$ cat src/rtl/iopvd_pkg.sv
package iopvd_pkg;

    // Bus access kinds carried on s_tuser
    typedef enum logic [1:0] {
        ACC_IO_WR  = 2'd0,
        ACC_IO_RD  = 2'd1,
        ACC_MEM_WR = 2'd2,
        ACC_NONE   = 2'd3
    } acc_kind_t;

    // Command queue between decode and execute
    localparam int QUEUE_DEPTH = 4;
    localparam int QPTR_W      = 2;
    localparam int QCNT_W      = 3;

    // Configuration port
    localparam int CFG_ADDR_W  = 3;
    localparam int CFG_DATA_W  = 32;
    localparam logic CFG_IDX_FRAME_LEN = 1'b0;

    // Field widths
    localparam int DATA_W  = 8;
    localparam int ADDR_W  = 16;
    localparam int FRAME_W = 16;
    localparam int FBI_W   = 14;
    localparam int S_TDATA_W = 24;
    localparam int M_TDATA_W = 56;

    // Fixed values
    localparam logic [7:0]  VRAM_HI_MIN   = 8'hD8;
    localparam logic [7:0]  IO_READ_DATA  = 8'hFF;
    localparam logic [7:0]  LINE_RESET    = 8'hFF;
    localparam logic [15:0] FRAME_LEN_RST = 16'd39936;
    localparam logic [15:0] FRAME_BASE    = 16'(57 * 128);

    // Decoded bus access
    typedef struct packed {
        acc_kind_t  kind;
        logic       wr_control;  // port bit 3 low
        logic       wr_audio;    // port bit 0 low
        logic       wr_sound;    // port bit 1 low
        logic [7:0] port_rot;    // low address byte rotated left by one
        logic [7:0] col_rev;     // 255 minus the high address byte
        logic       in_window;   // address inside the displayed video RAM
        logic [7:0] data;
    } cmd_t;

    // One result transaction
    typedef struct packed {
        logic [7:0]  data_out;
        logic [13:0] fb_index;
        logic        fb_write;
        logic        snd_strobe;
        logic        tape_level;
        logic        tape_motor;
        logic [2:0]  audio_select;
        logic [15:0] frame_ticks;
        logic        dma_on;
        logic        io_mapped;
        logic        rom_mapped;
        logic [7:0]  read_data;
    } result_t;

endpackage

$ cat src/rtl/iopvd_front.sv
module iopvd_front #(
    parameter int COLUMNS = 40
) (
    input  logic [1:0]                  func,
    input  logic [iopvd_pkg::ADDR_W-1:0] addr,
    input  logic [iopvd_pkg::DATA_W-1:0] data,
    output iopvd_pkg::cmd_t             cmd
);

    localparam logic [8:0] HI_MIN_COL = 9'(256 - COLUMNS);

    logic [7:0] port_byte;
    logic [7:0] hi_byte;

    assign port_byte = addr[7:0];
    assign hi_byte   = addr[15:8];

    // Classify the access and pre-decode the port and address bits
    always_comb begin
        cmd.kind       = iopvd_pkg::acc_kind_t'(func);
        cmd.wr_control = ~port_byte[3];
        cmd.wr_audio   = ~port_byte[0];
        cmd.wr_sound   = ~port_byte[1];
        cmd.port_rot   = {port_byte[6:0], port_byte[7]};
        cmd.col_rev    = ~hi_byte;
        cmd.in_window  = (hi_byte >= iopvd_pkg::VRAM_HI_MIN)
                         && ({1'b0, hi_byte} >= HI_MIN_COL);
        cmd.data       = data;
    end

endmodule

$ cat src/rtl/iopvd_queue.sv
module iopvd_queue (
    input  logic            aclk,
    input  logic            aresetn,
    input  logic            push,
    input  iopvd_pkg::cmd_t push_cmd,
    output logic            full,
    input  logic            pop,
    output logic            not_empty,
    output iopvd_pkg::cmd_t pop_cmd
);

    iopvd_pkg::cmd_t                  slot_reg [iopvd_pkg::QUEUE_DEPTH];
    logic [iopvd_pkg::QPTR_W-1:0]     wr_ptr_reg, wr_ptr_next;
    logic [iopvd_pkg::QPTR_W-1:0]     rd_ptr_reg, rd_ptr_next;
    logic [iopvd_pkg::QCNT_W-1:0]     count_reg, count_next;

    assign full      = (count_reg == iopvd_pkg::QCNT_W'(iopvd_pkg::QUEUE_DEPTH));
    assign not_empty = (count_reg != '0);
    assign pop_cmd   = slot_reg[rd_ptr_reg];

    // Advance pointers and occupancy
    always_comb begin
        wr_ptr_next = push ? wr_ptr_reg + 1'b1 : wr_ptr_reg;
        rd_ptr_next = pop ? rd_ptr_reg + 1'b1 : rd_ptr_reg;
        count_next  = count_reg;
        if (push && !pop) begin
            count_next = count_reg + 1'b1;
        end else if (pop && !push) begin
            count_next = count_reg - 1'b1;
        end
    end

    always_ff @(posedge aclk) begin
        if (!aresetn) begin
            wr_ptr_reg <= '0;
            rd_ptr_reg <= '0;
            count_reg  <= '0;
        end else begin
            wr_ptr_reg <= wr_ptr_next;
            rd_ptr_reg <= rd_ptr_next;
            count_reg  <= count_next;
        end
    end

    // Store the pushed command
    always_ff @(posedge aclk) begin
        if (push) begin
            slot_reg[wr_ptr_reg] <= push_cmd;
        end
    end

endmodule

$ cat src/rtl/iopvd_back.sv
module iopvd_back #(
    parameter int COLUMNS = 40
) (
    input  logic                          aclk,
    input  logic                          aresetn,
    input  logic                          cmd_valid,
    input  iopvd_pkg::cmd_t               cmd,
    output logic                          cmd_pop,
    input  logic [iopvd_pkg::FRAME_W-1:0] frame_len_cfg,
    output logic                          res_valid,
    output iopvd_pkg::result_t            res,
    input  logic                          res_ready
);

    logic [7:0] ctrl_reg, ctrl_next;
    logic [7:0] audio_reg, audio_next;
    logic [7:0] line_reg, line_next;
    logic       dma_en_reg, dma_en_next;
    logic       timing_reg, timing_next;

    logic               res_valid_reg;
    iopvd_pkg::result_t res_reg, res_next;

    logic [iopvd_pkg::FBI_W-1:0] row_off;
    logic [iopvd_pkg::FBI_W-1:0] fb_offset;

    assign cmd_pop   = cmd_valid && (!res_valid_reg || res_ready);
    assign res_valid = res_valid_reg;
    assign res       = res_reg;

    // Framebuffer offset of the addressed byte
    assign row_off   = iopvd_pkg::FBI_W'(line_reg - cmd.port_rot);
    assign fb_offset = row_off * iopvd_pkg::FBI_W'(COLUMNS) + iopvd_pkg::FBI_W'(cmd.col_rev);

    // Execute one access against the port latches
    always_comb begin
        ctrl_next   = ctrl_reg;
        audio_next  = audio_reg;
        line_next   = line_reg;
        dma_en_next = dma_en_reg;
        timing_next = timing_reg;
        res_next    = '0;

        case (cmd.kind)
            iopvd_pkg::ACC_IO_WR: begin
                res_next.data_out = cmd.data;
                if (cmd.wr_control) begin
                    ctrl_next   = cmd.data;
                    dma_en_next = cmd.data[0];
                    timing_next = cmd.data[0];
                end
                if (cmd.wr_audio) begin
                    audio_next = cmd.data;
                end
                res_next.snd_strobe = cmd.wr_sound && audio_next[3];
            end
            iopvd_pkg::ACC_IO_RD: begin
                res_next.read_data = iopvd_pkg::IO_READ_DATA;
                if (ctrl_reg[5:4] == 2'b00) begin
                    line_next = cmd.port_rot;
                end
            end
            iopvd_pkg::ACC_MEM_WR: begin
                res_next.data_out = cmd.data;
                if (cmd.in_window && dma_en_reg && (cmd.port_rot != '0)
                    && (cmd.port_rot <= line_reg)) begin
                    res_next.fb_write = 1'b1;
                    res_next.fb_index = fb_offset;
                end
            end
            default: begin
            end
        endcase

        // Report state as left by the access
        res_next.rom_mapped   = ~ctrl_next[1];
        res_next.io_mapped    = ctrl_next[2];
        res_next.tape_level   = ctrl_next[3];
        res_next.dma_on       = dma_en_next;
        res_next.audio_select = audio_next[7:5];
        res_next.tape_motor   = audio_next[4];
        res_next.frame_ticks  = timing_next
            ? iopvd_pkg::FRAME_BASE + {1'b0, ~line_next, 7'b0}
            : frame_len_cfg;
    end

    // Commit state on every executed access
    always_ff @(posedge aclk) begin
        if (!aresetn) begin
            ctrl_reg      <= '0;
            audio_reg     <= '0;
            line_reg      <= iopvd_pkg::LINE_RESET;
            dma_en_reg    <= 1'b1;
            timing_reg    <= 1'b0;
            res_valid_reg <= 1'b0;
        end else begin
            if (cmd_pop) begin
                ctrl_reg   <= ctrl_next;
                audio_reg  <= audio_next;
                line_reg   <= line_next;
                dma_en_reg <= dma_en_next;
                timing_reg <= timing_next;
            end
            if (cmd_pop) begin
                res_valid_reg <= 1'b1;
            end else if (res_ready) begin
                res_valid_reg <= 1'b0;
            end
        end
    end

    // Hold the result until taken
    always_ff @(posedge aclk) begin
        if (cmd_pop) begin
            res_reg <= res_next;
        end
    end

endmodule

$ cat src/rtl/io_port_and_video_dma_map.sv
// Channel   Ports                       Transaction
// input     s_tvalid/s_tready/s_t*      one bus access: kind in tuser, addr and data in tdata
// output    m_tvalid/m_tready/m_tdata   port state and strobes after that access
// config    psel/penable/pwrite/paddr   frame length register at byte address 0
// One access per cycle sustained while m_tready stays high; a taken access reaches m_* once
// decode has written it into a four-entry queue and one execute stage into the output register.
// Reset (aresetn low, synchronous) empties the queue and loads the port latches.
// A stalled m_tready fills the queue; s_tready drops only when all four entries are held.
module io_port_and_video_dma_map #(
    parameter int COLUMNS = 40
) (
    input  logic                                aclk,
    input  logic                                aresetn,
    input  logic                                s_tvalid,
    output logic                                s_tready,
    input  logic [iopvd_pkg::S_TDATA_W-1:0]     s_tdata,  // addr[15:0], data[23:16]
    input  logic [1:0]                          s_tuser,  // func[1:0]
    output logic                                m_tvalid,
    input  logic                                m_tready,
    // read_data[7:0], rom_mapped[8], io_mapped[9], dma_on[10], frame_ticks[26:11],
    // audio_select[29:27], tape_motor[30], tape_level[31], sound strobe[32],
    // fb_write[33], fb_index[47:34], data_out[55:48]
    output logic [iopvd_pkg::M_TDATA_W-1:0]     m_tdata,
    input  logic                                psel,
    input  logic                                penable,
    input  logic                                pwrite,
    input  logic [iopvd_pkg::CFG_ADDR_W-1:0]    paddr,
    input  logic [iopvd_pkg::CFG_DATA_W-1:0]    pwdata,
    output logic [iopvd_pkg::CFG_DATA_W-1:0]    prdata,
    output logic                                pready
);

    logic [iopvd_pkg::FRAME_W-1:0] frame_len_reg;
    logic                          cfg_wr;
    logic                          cfg_hit;

    iopvd_pkg::cmd_t    dec_cmd;
    iopvd_pkg::cmd_t    q_cmd;
    logic               q_full;
    logic               q_valid;
    logic               q_pop;
    logic               push;
    iopvd_pkg::result_t res;

    // Register access
    assign pready  = 1'b1;
    assign cfg_hit = (paddr[2] == iopvd_pkg::CFG_IDX_FRAME_LEN);
    assign cfg_wr  = psel && penable && pwrite && pready && cfg_hit;
    assign prdata  = cfg_hit ? iopvd_pkg::CFG_DATA_W'(frame_len_reg) : '0;

    always_ff @(posedge aclk) begin
        if (!aresetn) begin
            frame_len_reg <= iopvd_pkg::FRAME_LEN_RST;
        end else if (cfg_wr) begin
            frame_len_reg <= pwdata[iopvd_pkg::FRAME_W-1:0];
        end
    end

    // Decode incoming accesses
    iopvd_front #(
        .COLUMNS (COLUMNS)
    ) u_front (
        .func (s_tuser),
        .addr (s_tdata[15:0]),
        .data (s_tdata[23:16]),
        .cmd  (dec_cmd)
    );

    assign s_tready = ~q_full;
    assign push     = s_tvalid && s_tready;

    iopvd_queue u_queue (
        .aclk      (aclk),
        .aresetn   (aresetn),
        .push      (push),
        .push_cmd  (dec_cmd),
        .full      (q_full),
        .pop       (q_pop),
        .not_empty (q_valid),
        .pop_cmd   (q_cmd)
    );

    // Execute accesses and hold results
    iopvd_back #(
        .COLUMNS (COLUMNS)
    ) u_back (
        .aclk          (aclk),
        .aresetn       (aresetn),
        .cmd_valid     (q_valid),
        .cmd           (q_cmd),
        .cmd_pop       (q_pop),
        .frame_len_cfg (frame_len_reg),
        .res_valid     (m_tvalid),
        .res           (res),
        .res_ready     (m_tready)
    );

    assign m_tdata = res;

endmodule
$ cat config.mk
export PLATFORM = sky130hd
export DESIGN_NAME = io_port_and_video_dma_map
export DESIGN_NICKNAME = d
export VERILOG_FILES = /design/src/rtl/iopvd_pkg.sv /design/src/rtl/iopvd_front.sv /design/src/rtl/iopvd_queue.sv /design/src/rtl/iopvd_back.sv /design/src/rtl/io_port_and_video_dma_map.sv
export SDC_FILE = /design/constraint.sdc
export NUM_CORES = 1
export LEC_CHECK = 0
export ABC_CLOCK_PERIOD_IN_PS = 5500
export BUFFER_PORTS_ARGS = -buffer_cell sky130_fd_sc_hd__buf_2
export CAP_MARGIN = 5
export CELL_PAD_IN_SITES_DETAIL_PLACEMENT = 0
export CELL_PAD_IN_SITES_GLOBAL_PLACEMENT = 1
export CORE_MARGIN = 2
export CORE_UTILIZATION = 46
export DETAILED_ROUTE_END_ITERATION = 7
export HOLD_SLACK_MARGIN = 0.08
export PLACE_DENSITY = 0.82
export RECOVER_POWER = 25
export SLEW_MARGIN = 20
export SYNTH_ARGS = -nofsm -noshare
export SYNTH_HDL_FRONTEND = slang
export SYNTH_HIERARCHICAL = 1
export SYNTH_SLANG_ARGS = --single-unit
$ cat constraint.sdc
create_clock -name aclk -period 5.5 [get_ports aclk]
set_clock_uncertainty 0.05 [all_clocks]
set_input_delay 0.825 -clock aclk [delete_from_list [all_inputs] [get_ports aclk]]
set_output_delay 0.825 -clock aclk [all_outputs]
set_load 0.01 [all_outputs]
==> results.yml <==
status:
  status: "completed"
setup_path:
  critical_path_class: "reg2reg"
  worstSetupStartpointType: "flip-flop"
  cp_slowest_stage_delay_ps: 620
  cp_top_family: "adder cells"
  worst_path_max_delay_cell: "mux4_2"
  worst-path-max-fanout: 17
  crit_arrival_ps: 4950
  cp_data_required_time_ps: 5800
  endpoint_kind: "flip-flop"
  crit_chain: "buf_4 > mux4_2 > inv_1 > ha_1 > o211ai_1 > a21oi_1 > o211ai_1 > a21boi_1 > nor2_1 > ha_1 > ha_1 > nand4b_1 > and3b_1 > xor2_1 > or4_1 > a21oi_1"
  crit_buf_inv: 2
  cp.depth: 16
  timing.critical_path.mode_cell: "ha_1"
  worstRegToRegCells: 16
grt:
  track_usage_pct: 16.4
  grt_pass1_vias: 5651
  antenna_found_initial: 1
  grt_remaining_overflow: 0
  busiest_layer: "met2"
  use_met1_pct: 21.2
  met2_usage_pct: 29.0
  use_met3_pct: 2.71
  grt_pass1_wl_mm: 29.3
  grt_max_degree: 62
routing:
  drt_iter0_markers: 274
  dr_total_vias: 5647
  routed_wl_mm: 18.7
  ant_nets: 0
  drcViolationCount: 0
  dr.pass1.iters: 4
  via_per_inst: 5.04
  wl_per_cell_um: 16.7
cts:
  clock_path_buffers: 3
  clk_pin_slew_worst_paths_ps: 60
  h-tree-depth: 1
  ctsResizeCount: 0
  postCtsSetupRepairBufs: 0
  cts_root_buffer: "clkbuf_16"
  clk_latency_ps: 510
  clock_sinks: 215
  cts_tree: "done"
  cts_buffers: 23
  holdBufCountCts: 0
min_path:
  min_path_type: "reg2reg"
  hold_path_depth: 2
finish:
  largest_reg_flops: 120
  fillers: 1789
  fin_nets: 934
  final_cell_mix: "edfxtp_1 (169), buf_2 (103), nand2_1 (59), dfxtp_1 (45), inv_1 (42)"
  layout-drive-gt1-share_pct: 24.6
  final_common_cell: "edfxtp_1"
  finalInstanceArea_mm2: 0.0114
  antenna_cells: 0
  area_delta_synth_final_pct: 14.2
floorplanning:
  core_mm2: 0.0211
  initial_core_util_pct: 47.2
  dieArea_mm2: 0.0228
  fp.dieH_um: 151
  boundaryPins: 159
  fp.dieW_um: 151
  row_count: 53
sta:
  final-hold-violation-count: 0
  fmax_mhz: 215
  worst_slew_pin_slew_ps: 1030
  layout_min_cycle_time_ps: 4650
  maxSlewHeadroom_pct: 31.5
  rsz0062_at_grt: "no"
  finalCritPeriodShare_pct: 84.6
  drv_slew: 0
  setup_tns_ps: 0
  setup_viol: 0
synthesis:
  synth_edf_count: 169
  yosys_warnings: 6
  yosysSeqAreaShare_pct: 60.3
  synth_area_per_cell_um2: 13.9
  synthCells: 718
  ys_seq_elements: 215
  async_flop_share_pct: 0
  synth_ff_type: "edfxtp_1"
  synth_cell_type_count: 60
  synth_area_mm2: 0.00994
placement:
  hpwl_mm: 12.3
  place_area_mm2: 0.0106
  io_buffer_count: 123
  gp_congestion: 0.746
run:
  max_cap_viol_count: 0
## routing by layer
metal	part of all wire [%]	vias up	routed length [um]
li1	-	2745	-
met3	5.0	28	925
met1	42	2746	7860
met5	0.070	-	13
met2	51	126	9530
met4	1.8	2	337
## final cells by class
cell class | instances | area, um^2 | area share [%]
repair buffers | 135 | 681 | 5.99
well taps | 275 | 344 | 3.03
multi-input cells | 409 | 3390 | 29.8
flip-flops and latches | 215 | 6000 | 52.8
clock inverters | 9 | 108 | 0.948
clock buffers | 33 | 673 | 5.93
inverters | 44 | 165 | 1.45
## Yosys cell counts, drive strengths merged, types with 3 or more instances
| cell type | number | area share (%) |
|---|---|---|
| edfxtp | 169 | 51 |
| nand2 | 59 | 2.2 |
| buf | 54 | 4.2 |
| dfxtp | 46 | 9.3 |
| inv | 44 | 1.7 |
| nor2 | 36 | 1.4 |
| ha | 34 | 4.3 |
| nor2b | 32 | 2.0 |
| mux4 | 30 | 6.8 |
| mux2i | 29 | 2.9 |
| a21oi | 18 | 1.0 |
| and2 | 18 | 1.1 |
| xnor2 | 17 | 1.5 |
| xor2 | 12 | 1.2 |
| clkbuf | 11 | 0.42 |
| o21ai | 11 | 0.55 |
| mux2 | 10 | 1.1 |
| o211ai | 10 | 0.75 |
| nand3 | 8 | 0.40 |
| a21boi | 7 | 0.53 |
| a21o | 7 | 0.53 |
| nor3b | 7 | 0.53 |
| and2b | 6 | 0.53 |
| nor3 | 5 | 0.30 |
| fa | 4 | 0.81 |
| nand2b | 4 | 0.28 |
| nand4 | 3 | 0.19 |
| nand4b | 3 | 0.33 |
| o31ai | 3 | 0.28 |
## worst paths after layout
check | start | endpoint | slack (ps)
worst max-delay path | flip-flop | u_back/res[47] | 850
worst min-delay path | frame_len_reg[3] | frame_len_reg[3] | 420
worst max register to register | flip-flop | u_back/res[47] | 850
worst min register to register | frame_len_reg[3] | frame_len_reg[3] | 420
## worst min-delay path: cells and delay by family (launching register included)
| family | cells | cell delay [ps] |
|---|---|---|
| simple gates | 1 | 60 |
| flops | 1 | 310 |
| mux | 1 | 50 |
## stage by stage
stage	hold slack [ps]	util (%)	setup slack (ps)	instances
after floorplan	384	-	1050	733
after global placement	397	50.3	898	1078
after detailed placement	407	50.3	820	1078
after CTS	422	54.0	807	1120
after global routing	442	53.8	486	1120
final	418	53.8	849	1120
## cells by family after synthesis
group / share of synthesized area (%)
xor gates and xnor gates: 2.71
other: 0.0755
buffers and inverters: 6.25
AOI/OAI and AO/OA: 4.42
DFF: 60.3
and+or+nand+nor: 10.3
adders and majority gates: 5.08
muxes: 10.8
Power is not shown: default switching activity piles up to over one toggle a cycle in this logic, so the estimate is an artifact.
